===== config.mk =====
export PLATFORM = sky130hd
export DESIGN_NAME = zero_byte_suppression_codec
export DESIGN_NICKNAME = d
export VERILOG_FILES = /design/src/design/zbs_pkg.sv /design/src/design/zbs_lit_ram.sv /design/src/design/zbs_out_stage.sv /design/src/design/zero_byte_suppression_codec.sv
export SDC_FILE = /design/constraint.sdc
export NUM_CORES = 1
export LEC_CHECK = 0
export BUFFER_PORTS_ARGS = -buffer_cell sky130_fd_sc_hd__buf_2
export CAP_MARGIN = 10
export CORE_AREA = 2 2 134 136
export DETAILED_ROUTE_END_ITERATION = 7
export DIE_AREA = 0 0 136 138
export GPL_TIMING_DRIVEN = 1
export PLACE_DENSITY = 0.6
export RECOVER_POWER = 100
export SETUP_SLACK_MARGIN = 0.2
export SYNTH_ARGS = -nofsm -noshare
export SYNTH_HDL_FRONTEND = slang
export SYNTH_HIERARCHICAL = 1
export SYNTH_SLANG_ARGS = --single-unit

===== constraint.sdc =====
create_clock -name clk -period 6.96 [get_ports clk]
set_input_delay 0.348 -clock clk [delete_from_list [all_inputs] [get_ports clk]]
set_output_delay 0.348 -clock clk [all_outputs]
set_load 0.01 [all_outputs]

===== src/design/zbs_pkg.sv =====
// Package for the zero-byte suppression codec.
// Holds the group constants, register indexes, state codes and the result struct.
// No dependencies; every module of the block imports it.
package zbs_pkg;

  // Bytes in one group, the literal address width, the count width and the register index width.
  localparam int unsigned GROUP   = 8;
  localparam int unsigned LIT_AW  = 3;
  localparam int unsigned CNT_W   = 4;
  localparam int unsigned CFG_IW  = 2;

  // Configuration register indexes.
  localparam logic [CFG_IW-1:0] REG_MODE       = 2'd0;
  localparam logic [CFG_IW-1:0] REG_SUPPRESSED = 2'd1;

  // Mode codes.
  localparam logic MODE_ENCODE = 1'b0;
  localparam logic MODE_DECODE = 1'b1;

  // Group position that means a flag byte is awaited in decode mode.
  localparam logic [CNT_W-1:0] POS_AWAIT_FLAG = 4'd8;

  // Sequencer states, one-hot.
  typedef enum logic [5:0] {
    S_IDLE     = 6'b000001,
    S_ENC_FLAG = 6'b000010,
    S_ENC_RD   = 6'b000100,
    S_ENC_LIT  = 6'b001000,
    S_DEC_LIT  = 6'b010000,
    S_DEC_SUP  = 6'b100000
  } seq_state_t;

  // One result handed from the sequencer to the output stage.
  typedef struct packed {
    logic [7:0] data;
    logic       eor;
    logic       send_end;
  } zbs_result_t;

endpackage


===== src/design/zbs_lit_ram.sv =====
// Literal buffer of the codec: eight entries of one byte.
// One write port and one read port with registered read data.
// Depends on zbs_pkg for the address width.
module zbs_lit_ram
  import zbs_pkg::*;
(
  input  logic              clk,
  input  logic              wr_en,
  input  logic [LIT_AW-1:0] wr_addr,
  input  logic [7:0]        wr_data,
  input  logic [LIT_AW-1:0] rd_addr,
  output logic [7:0]        rd_data
);

  logic [7:0] mem [GROUP];

  // Write port.
  always_ff @(posedge clk) begin
    if (wr_en) begin
      mem[wr_addr] <= wr_data;
    end
  end

  // Read port, registered.
  always_ff @(posedge clk) begin
    rd_data <= mem[rd_addr];
  end

endmodule


===== src/design/zbs_out_stage.sv =====
// Output register of the codec, holding one result while the receiver stalls.
// Reports whether it can take a new result in this cycle.
// Depends on zbs_pkg for the result struct.
module zbs_out_stage
  import zbs_pkg::*;
(
  input  logic        clk,
  input  logic        rst,
  input  logic        load,
  input  zbs_result_t res,
  output logic        free,
  output logic        out_valid,
  input  logic        out_stall,
  output logic [7:0]  out_byte,
  output logic        end_of_run,
  output logic        stream_end
);

  // The register can be loaded when empty or when its request leaves now.
  assign free = !out_valid || !out_stall;

  // Valid flag.
  always_ff @(posedge clk) begin
    if (rst) begin
      out_valid <= 1'b0;
    end else if (load) begin
      out_valid <= 1'b1;
    end else if (!out_stall) begin
      out_valid <= 1'b0;
    end
  end

  // Payload, only changed by a new load.
  always_ff @(posedge clk) begin
    if (load) begin
      out_byte   <= res.data;
      end_of_run <= res.eor;
      stream_end <= res.send_end;
    end
  end

endmodule


===== src/design/zero_byte_suppression_codec.sv =====
// Zero-byte suppression codec, top level: sequencer and stream state.
// Uses zbs_pkg, zbs_lit_ram (literal buffer) and zbs_out_stage (output register).
//
// Usage:
//   Input channel (in_valid, in_stall, data_byte, last_in) takes one byte per
//   request; output channel (out_valid, out_stall, out_byte, end_of_run,
//   stream_end) gives the results. The configuration channel (cfg_valid,
//   cfg_ready, cfg_index, cfg_data) writes mode (index 0) and the
//   suppressed byte (index 1); other indexes are ignored. Write it only while
//   the block is idle. Writing the mode restarts the stream state.
//   Encode: a byte that does not end a group is taken with no result. A
//   byte that ends a group or a stream leads to the flag state, which gives
//   the flag byte; then each literal is read from the buffer memory (read
//   data registered) in a read state and given in a literal state, in turn.
//   Decode: a flag byte is taken in the idle state, a literal is given from a
//   literal state, and each suppressed byte that follows from a suppressed
//   state; at the end of a stream each dropped clear flag bit ahead of the
//   last set bit passes that state with no result; later clear bits are skipped.
//   The input is stalled until all results of the current byte have entered
//   the output register; a stalled receiver holds the sequencer.
//   Reset (rst, synchronous) selects encode with suppressed byte zero and an
//   empty group. No clearing pass is needed.
module zero_byte_suppression_codec
  import zbs_pkg::*;
(
  input  logic              clk,
  input  logic              rst,
  input  logic              in_valid,
  output logic              in_stall,
  input  logic [7:0]        data_byte,
  input  logic              last_in,
  output logic              out_valid,
  input  logic              out_stall,
  output logic [7:0]        out_byte,
  output logic              end_of_run,
  output logic              stream_end,
  input  logic              cfg_valid,
  output logic              cfg_ready,
  input  logic [CFG_IW-1:0] cfg_index,
  input  logic [7:0]        cfg_data
);

  seq_state_t        state;
  logic              mode;
  logic [7:0]        sup_byte;
  logic [CNT_W-1:0]  pos;
  logic [7:0]        flag;
  logic [CNT_W-1:0]  count;
  logic [LIT_AW-1:0] k;
  logic [7:0]        byte_q;
  logic              last_q;

  logic              accept;
  logic              cfg_wr;
  logic              out_free;
  logic              emit;
  zbs_result_t       res;
  logic [7:0]        rd_data;

  // Encode helpers.
  logic              hit;
  logic [7:0]        flag_enc;
  logic [CNT_W-1:0]  count_enc;
  logic [CNT_W-1:0]  pos_inc;
  logic              lit_done;

  // Decode helpers.
  logic [7:0]        flag_sh;
  logic              dec_more;
  logic              flag_more;

  assign cfg_ready = 1'b1;
  assign cfg_wr    = cfg_valid && cfg_ready;
  assign in_stall  = (state != S_IDLE);
  assign accept    = in_valid && !in_stall;

  // Group update for an encoded byte.
  assign hit       = (data_byte == sup_byte);
  assign flag_enc  = hit ? (flag | (8'h80 >> pos[LIT_AW-1:0])) : flag;
  assign count_enc = hit ? count : count + CNT_W'(1);
  assign pos_inc   = pos + CNT_W'(1);
  assign lit_done  = ({1'b0, k} + CNT_W'(1)) == count;

  // Flag shift in decode and whether more suppressed bytes follow it.
  assign flag_sh   = {flag[6:0], 1'b0};
  assign dec_more  = last_q ? (flag_sh != 8'd0) : (flag_sh[7] && !pos_inc[CNT_W-1]);
  assign flag_more = last_in ? (data_byte != 8'd0) : data_byte[7];

  // Result selection for the output register.
  always_comb begin
    emit         = 1'b0;
    res.data     = flag;
    res.eor      = 1'b0;
    res.send_end = 1'b0;
    case (state)
      S_ENC_FLAG: begin
        emit     = out_free;
        res.data = flag;
        res.eor  = (count == '0);
      end
      S_ENC_LIT: begin
        emit     = out_free;
        res.data = rd_data;
        res.eor  = lit_done;
      end
      S_DEC_LIT: begin
        emit     = out_free;
        res.data = byte_q;
        res.eor  = !dec_more;
      end
      S_DEC_SUP: begin
        emit     = out_free && flag[7];
        res.data = sup_byte;
        res.eor  = !dec_more;
      end
      default: begin
        emit = 1'b0;
      end
    endcase
    res.send_end = res.eor && last_q;
  end

  // Sequencer and stream state.
  always_ff @(posedge clk) begin
    if (rst) begin
      state    <= S_IDLE;
      mode     <= MODE_ENCODE;
      sup_byte <= 8'd0;
      pos      <= '0;
      flag     <= 8'd0;
      count    <= '0;
      k        <= '0;
      last_q   <= 1'b0;
    end else begin
      case (state)
        S_IDLE: begin
          if (accept) begin
            last_q <= last_in;
            byte_q <= data_byte;
            if (mode == MODE_ENCODE) begin
              flag  <= flag_enc;
              count <= count_enc;
              if (pos_inc[CNT_W-1] || last_in) begin
                pos   <= '0;
                state <= S_ENC_FLAG;
              end else begin
                pos <= pos_inc;
              end
            end else if (pos[CNT_W-1]) begin
              // A new flag byte.
              if (flag_more) begin
                flag  <= data_byte;
                pos   <= '0;
                state <= S_DEC_SUP;
              end else if (last_in) begin
                flag <= 8'd0;
                pos  <= POS_AWAIT_FLAG;
              end else begin
                flag <= data_byte;
                pos  <= '0;
              end
            end else begin
              state <= S_DEC_LIT;
            end
          end
        end
        S_ENC_FLAG: begin
          if (emit) begin
            if (count == '0) begin
              flag  <= 8'd0;
              state <= S_IDLE;
            end else begin
              k     <= '0;
              state <= S_ENC_RD;
            end
          end
        end
        S_ENC_RD: begin
          state <= S_ENC_LIT;
        end
        S_ENC_LIT: begin
          if (emit) begin
            if (lit_done) begin
              flag  <= 8'd0;
              count <= '0;
              state <= S_IDLE;
            end else begin
              k     <= k + LIT_AW'(1);
              state <= S_ENC_RD;
            end
          end
        end
        S_DEC_LIT, S_DEC_SUP: begin
          // A clear bit at the end of a stream is dropped without a result.
          if (emit || (state == S_DEC_SUP && !flag[7])) begin
            if (dec_more || !emit) begin
              flag  <= flag_sh;
              pos   <= pos_inc;
              state <= S_DEC_SUP;
            end else begin
              if (last_q) begin
                flag <= 8'd0;
                pos  <= POS_AWAIT_FLAG;
              end else begin
                flag <= flag_sh;
                pos  <= pos_inc;
              end
              state <= S_IDLE;
            end
          end
        end
        default: begin
          state <= S_IDLE;
        end
      endcase

      // Configuration writes; a mode write restarts the stream.
      if (cfg_wr) begin
        case (cfg_index)
          REG_MODE: begin
            mode  <= cfg_data[0];
            pos   <= (cfg_data[0] == MODE_DECODE) ? POS_AWAIT_FLAG : '0;
            flag  <= 8'd0;
            count <= '0;
          end
          REG_SUPPRESSED: begin
            sup_byte <= cfg_data;
          end
          default: begin
          end
        endcase
      end
    end
  end

  // Literal buffer.
  zbs_lit_ram u_lit_ram (
    .clk     (clk),
    .wr_en   (accept && (mode == MODE_ENCODE) && !hit),
    .wr_addr (count[LIT_AW-1:0]),
    .wr_data (data_byte),
    .rd_addr (k),
    .rd_data (rd_data)
  );

  // Output register.
  zbs_out_stage u_out_stage (
    .clk        (clk),
    .rst        (rst),
    .load       (emit),
    .res        (res),
    .free       (out_free),
    .out_valid  (out_valid),
    .out_stall  (out_stall),
    .out_byte   (out_byte),
    .end_of_run (end_of_run),
    .stream_end (stream_end)
  );

  // A group never holds more than eight literals.
  a_count_range : assert property (@(posedge clk) disable iff (rst)
    count <= CNT_W'(GROUP))
    else $error("literal count beyond one group");

  // The group position never passes the flag-await value.
  a_pos_range : assert property (@(posedge clk) disable iff (rst)
    pos <= POS_AWAIT_FLAG)
    else $error("group position out of range");

  // The end of a stream is always the last result of its byte.
  a_end_marks : assert property (@(posedge clk) disable iff (rst)
    out_valid && stream_end |-> end_of_run)
    else $error("stream end without end of run");

  // A result is loaded only while the sequencer is busy with an item.
  a_emit_busy : assert property (@(posedge clk) disable iff (rst)
    emit |-> in_stall)
    else $error("result loaded while idle");

endmodule

# Word level (Yosys, flattened, before mapping)

Memories as Yosys holds them, arrays and structs flattened. A register that Yosys moved wholly into a read port is not among the register bits.
Index checks and enable logic that the tools add are counted.

Register bits after elaboration: 54
Output and inout bits: 13
Memories kept: 1
Input port bits: 24
Memory bits (writable): 64

Reduce and logical (&&, ||, !) cells: 32
Eq/ne operators: 19
Bitwise operators: 3
Mux-type cells: 62
$add $sub $neg: 4
Shift-type cells: 1

Memories:

| memory        | words | bits a word | rd ports | clocked after Yosys merged registers in | wr ports | RTL line          | source |
|---|---|---|---|---|---|---|---|
| u_lit_ram.mem | 8     | 8           | 1        | 1                                       | 1        | zbs_lit_ram.sv:15 | `logic [7:0] mem [GROUP];` |

Operators with widths:

| cell                  | count |
|---|---|
| $mux W8               | 15 |
| $mux W4               | 19 |
| $mux W6               | 9 |
| $pmux W9 S4           | 1 |
| $pmux W8 S4           | 1 |
| $pmux W6 S5           | 1 |
| $mux W3               | 6 |
| $pmux W4 S2           | 2 |
| $reduce_bool A8 Y1    | 2 |
| $ne A2 B2 Y1 const B  | 6 |
| $add A4 B1 Y4 const B | 2 |
| $eq A8 B8 Y1          | 1 |
| $logic_not A1 Y1      | 8 |
| $or A8 B8 Y8          | 1 |
| $shr A8 B3 Y8 const A | 1 |
| $logic_and A1 B1 Y1   | 7 |
| $eq A6 B1 Y1 const B  | 1 |
| $eq A6 B2 Y1 const B  | 1 |
| $eq A6 B3 Y1 const B  | 1 |
| $eq A6 B4 Y1 const B  | 1 |
| $eq A6 B5 Y1 const B  | 1 |
| $eq A6 B6 Y1 const B  | 1 |
| $mux W1               | 6 |
| $ne A6 B1 Y1 const B  | 1 |
| other kinds (20)      | 26 |

# Logic depth before layout (Yosys ltp)

Depth after elaboration: 11
Gate-level depth with buffers: 9
Depth with buffers taken out: 7

# By module

The synthesis kept the hierarchy.

By module, submodules not included:

| module                      | area each (µm²) | instances | seq. area each (µm²) | cells an instance |
|---|---|---|---|---|
| zero_byte_suppression_codec | 2,922.8         | 1         | 940.9                | 329 |
| zbs_lit_ram                 | 2,691.3         | 1         | 2,082.0              | 114 |
| zbs_out_stage               | 332.8           | 1         | 320.3                | 14 |

# Least setup slack after synthesis

No wires, ideal clock.

Path type: register to register
Start point: reg state[1]
End point: mem u_lit_ram.mem[0][0], enable pin
Data arrival time: 2.085 ns
Cell stages (with the launch flop): 7
Slack: 4.492 ns
Clock period less this slack: 2.468 ns
Path through: dfxtp_1 -> buf_6 -> nor4_4 -> nand3_4 -> nor3_4 -> nand2b_1 -> nor3_1

Longest elaborated chain between the ends: 7

Ends and longest elaborated chain:

| what                              | RTL line                           | source |
|---|---|---|
| start: declaration                | zero_byte_suppression_codec.sv:43  | `seq_state_t state;` |
| start signal: assignment          | zero_byte_suppression_codec.sv:126 | `state <= S_IDLE;` |
| start signal: assignment          | zero_byte_suppression_codec.sv:145 | `state <= S_ENC_FLAG;` |
| start signal: assignment          | zero_byte_suppression_codec.sv:154 | `state <= S_DEC_SUP;` |
| $ne A6 B1 Y1                      | zero_byte_suppression_codec.sv:74  | `assign in_stall = (state != S_IDLE);` |
| $logic_not A1 Y1                  | zero_byte_suppression_codec.sv:75  | `assign accept = in_valid && !in_stall;` |
| $logic_and A1 B1 Y1               | zero_byte_suppression_codec.sv:75  |  |
| $logic_and A1 B1 Y1 (2 in series) | zero_byte_suppression_codec.sv:239 | `.wr_en (accept && (mode == MODE_ENCODE) && !hit),` |
| $mux W1                           | zbs_lit_ram.sv:19                  | `if (wr_en) begin` |
| $mux W1 (implied by the code)     | zbs_lit_ram.sv:20                  | `mem[wr_addr] <= wr_data;` |
| end: declaration                  | zbs_lit_ram.sv:15                  |  |

No other way between the ends.

# Worst setup path after layout

Start point: reg state[0]
End point: mem u_lit_ram.mem[4][0], enable pin

The elaborated chain is that of the path after synthesis.

==> flow_metrics.tcl <==
set metrics [dict create \
    run_status "completed" \
    setup.worst_path.end "u_lit_ram/mem[4][0]" \
    drv_slew 0 \
    path_buf_inv 0 \
    gr-usage-all-layers_pct 15.7 \
    cp.depth 5 \
    finalHoldViolations 0 \
    via_per_inst 5.39 \
    path_class "flip-flop to flip-flop" \
    grt_pass1_wl_mm 22.1 \
    worstSkewPairLatency_ps 410 \
    wl_met3_um 839 \
    leakage_nw 2.37 \
    vias 3921 \
    yosysWarnings 6 \
    clk_path_buf_depth 2 \
    synth-main-ff-cell "edfxtp_1" \
    crit_start "state[0]" \
    dpl_cell_area_mm2 0.00623 \
    antenna_found_initial 0 \
    grt_pass1_vias 3980 \
    syn_avg_cell_area_um2 13.0 \
    fp.dieW_um 136 \
    vdd_drop_max_v 0.000148 \
    drtAntennaViolNets 0 \
    cts_tree "done" \
    drive_above_1_share_pct 13.1 \
    crit_path_frequent_cell "nor3_1" \
    routed_wirelength_mm 14.1 \
    die_h_um 138 \
    synth_cells 457 \
    synth_edf_count 82 \
    cp-end-kind "flip-flop" \
    clk_pin_slew_worst_paths_ps 60 \
    hold_path_class "input pin to flip-flop" \
    yosysUniqueCellTypes 79 \
    power_density_mw_per_mm2 324 \
    cts_resized 0 \
    startpoint_type "flip-flop" \
    portBuffers 35 \
    finalCritPeriodShare_pct 54.2 \
    worst_pin_slew_ps 1120 \
    cts.sinks 126 \
    synth-seq-area-share_pct 56.2 \
    core-area_mm2 0.0175 \
    syn-cell-area_mm2 0.00595 \
    syn-num-nets 490 \
    max_freq_mhz 265 \
    cp_top_family "simple AND/OR/NAND/NOR gates" \
    mostFrequentLayoutCells "edfxtp_1, nor2_1, dfxtp_1" \
    initial_core_util_pct 33.9 \
    mostFrequentLayoutCell "edfxtp_1" \
    fin_setup_tns_ps 0 \
    wl_met1_mm 6.13 \
    fin_area_mm2 0.00676 \
    top_layer "met4" \
    r2r_cells 5 \
    max-slew-margin-rel_pct 24.6 \
    fill_cells 1693 \
    grt_max_degree 26 \
    arrival_ps 3800 \
    area.growth.synth_to_final_pct 13.7 \
    hpwl_mm 9.74 \
    fin_crit_ps 3770 \
    critical_path.slowest_cell "nor3_1" \
    async_reset_ff_share_pct 0 \
    drt_first_pass_iters 5 \
    io_pins 37 \
    post_cts_buffers 0 \
    first_iter_violations 370 \
    finClkSkew_ps 6.48 \
    postCtsHoldBufs 0 \
    wl_met2_mm 6.79 \
    setup_viol 0 \
    critPathMaxStageDelay_ps 910 \
    cp_max_fo 11 \
    rsz0062_at_grt "false" \
    gp_congestion 0.843 \
    numCtsBuffers 17 \
    grt-ovfl-total 0 \
    path_cells "nor2b_1 -> nand3_1 -> nor3_1 -> nand2_1 -> nor3_1" \
    cp_data_required_time_ps 6990 \
    drc 0 \
    wl_per_cell_um 19.4 \
    diodes 0 \
    fp-row-count 49 \
    r2r_start "state[0]" \
    die_area_mm2 0.0188 \
    synth_seq_cells 126 \
    rrSetupSlack_ps 3190 \
    htreeDepth 4 \
    nNetsFinal 518 \
    cts-root-buf "clkbuf_16" \
    timing.rr.end "u_lit_ram/mem[4][0]" \
    maxCapViolations 0 \
]
[tightest hold or removal path: stages]
cell	delay (ps)
buf_2	70
mux2i_1	50
nor2_1	70
[metrics by stage]
stage	utilization (%)	worst slack, ps	total power [mW]	hold WS [ps]	instances
2_1_floorplan	-	4490	1.18	420	457
3_3_place_gp	35.5	4010	1.26	500	695
3_5_place_dp	35.5	3830	1.27	511	695
4_1_cts	39.2	3800	2.23	163	727
5_1_grt	38.6	2860	2.28	182	727
6_report	38.6	3190	2.19	174	727
[kinds of logic after synthesis]
family | share of synthesized area [%]
DFF | 56.2
muxes | 10.4
buffers and inverters | 3.72
xor gates and xnor gates | 2.48
other | 0.0631
AOI/OAI and AO/OA | 11.2
adders and majority gates | 2.06
and+or+nand+nor | 13.9
[cell usage after synthesis, types with 3 or more instances]
library cell / instances / share of area, %
nand3_1: 4 / 0.34
a22oi_1: 6 / 0.76
mux2_2: 8 / 1.5
a211oi_1: 3 / 0.38
a222oi_1: 8 / 1.3
mux4_1: 15 / 6.6
nand2_1: 26 / 1.6
dfxtp_1: 44 / 15
and3_1: 6 / 0.63
edfxtp_1: 82 / 41
nor2_1: 55 / 3.5
nor3_4: 3 / 0.82
nand4_1: 9 / 0.95
ha_1: 9 / 1.9
nand3b_1: 3 / 0.38
o31ai_1: 9 / 1.1
xor2_1: 3 / 0.44
o21ai_0: 3 / 0.25
nand2b_1: 3 / 0.32
or3_1: 4 / 0.42
inv_1: 11 / 0.69
a22o_1: 3 / 0.44
xnor2_1: 12 / 1.8
a31oi_1: 7 / 0.74
a21oi_1: 15 / 1.3
buf_6: 7 / 1.3
nor3_1: 8 / 0.67
mux2i_1: 11 / 1.9
o21ai_1: 5 / 0.42
buf_2: 5 / 0.42
clkbuf_1: 10 / 0.63
[where the power goes]
| part | switching, mW | total (mW) | internal [mW] |
|---|---|---|---|
| logic | 0.210 | 0.324 | 0.114 |
| clock network | 0.326 | 0.962 | 0.636 |
| registers | 0.0483 | 0.907 | 0.859 |
[final cells by class]
| type | count | area (um^2) | share of cell area [%] |
|---|---|---|---|
| clock buffers | 18 | 429 | 6.35 |
| clock inverters | 14 | 215 | 3.18 |
| inverters | 11 | 41.3 | 0.611 |
| multi-input cells | 294 | 2290 | 33.9 |
| flip-flops and latches | 126 | 3340 | 49.4 |
| well taps | 229 | 287 | 4.24 |
| repair buffers | 35 | 151 | 2.24 |
[worst min-delay path by stage]
stage,start,slack [ps],end,cells after the start
detailed placement,u_out_stage/out_valid,510,u_out_stage/out_valid,2
global placement,u_out_stage/out_valid,500,u_out_stage/out_valid,2
global route,cfg_data[7],180,sup_byte[7],3
CTS,cfg_data[3],160,sup_byte[3],3
floorplan,rst,420,u_out_stage/out_valid,1
finish,cfg_data[3],170,sup_byte[3],3
[layer usage]
layer	GRT usage (%)	up-vias
met5	0	-
met2	24.6	137
li1	-	1837
met3	3.85	24
met1	20.6	1923
met4	6.63	0
[sequential cells by signal, indices dropped and copies added, names as in the netlist]
signal,cells
pos,4
u_out_stage/out_valid,1
u_lit_ram/mem,64
u_out_stage/out_byte,8
byte_q,8
u_out_stage/end_of_run,1
mode,1
flag,8
count,4
u_lit_ram/rd_data,8
sup_byte,8
u_out_stage/stream_end,1
last_q,1
k,3
state,6
(Power assumes the default switching activity.)
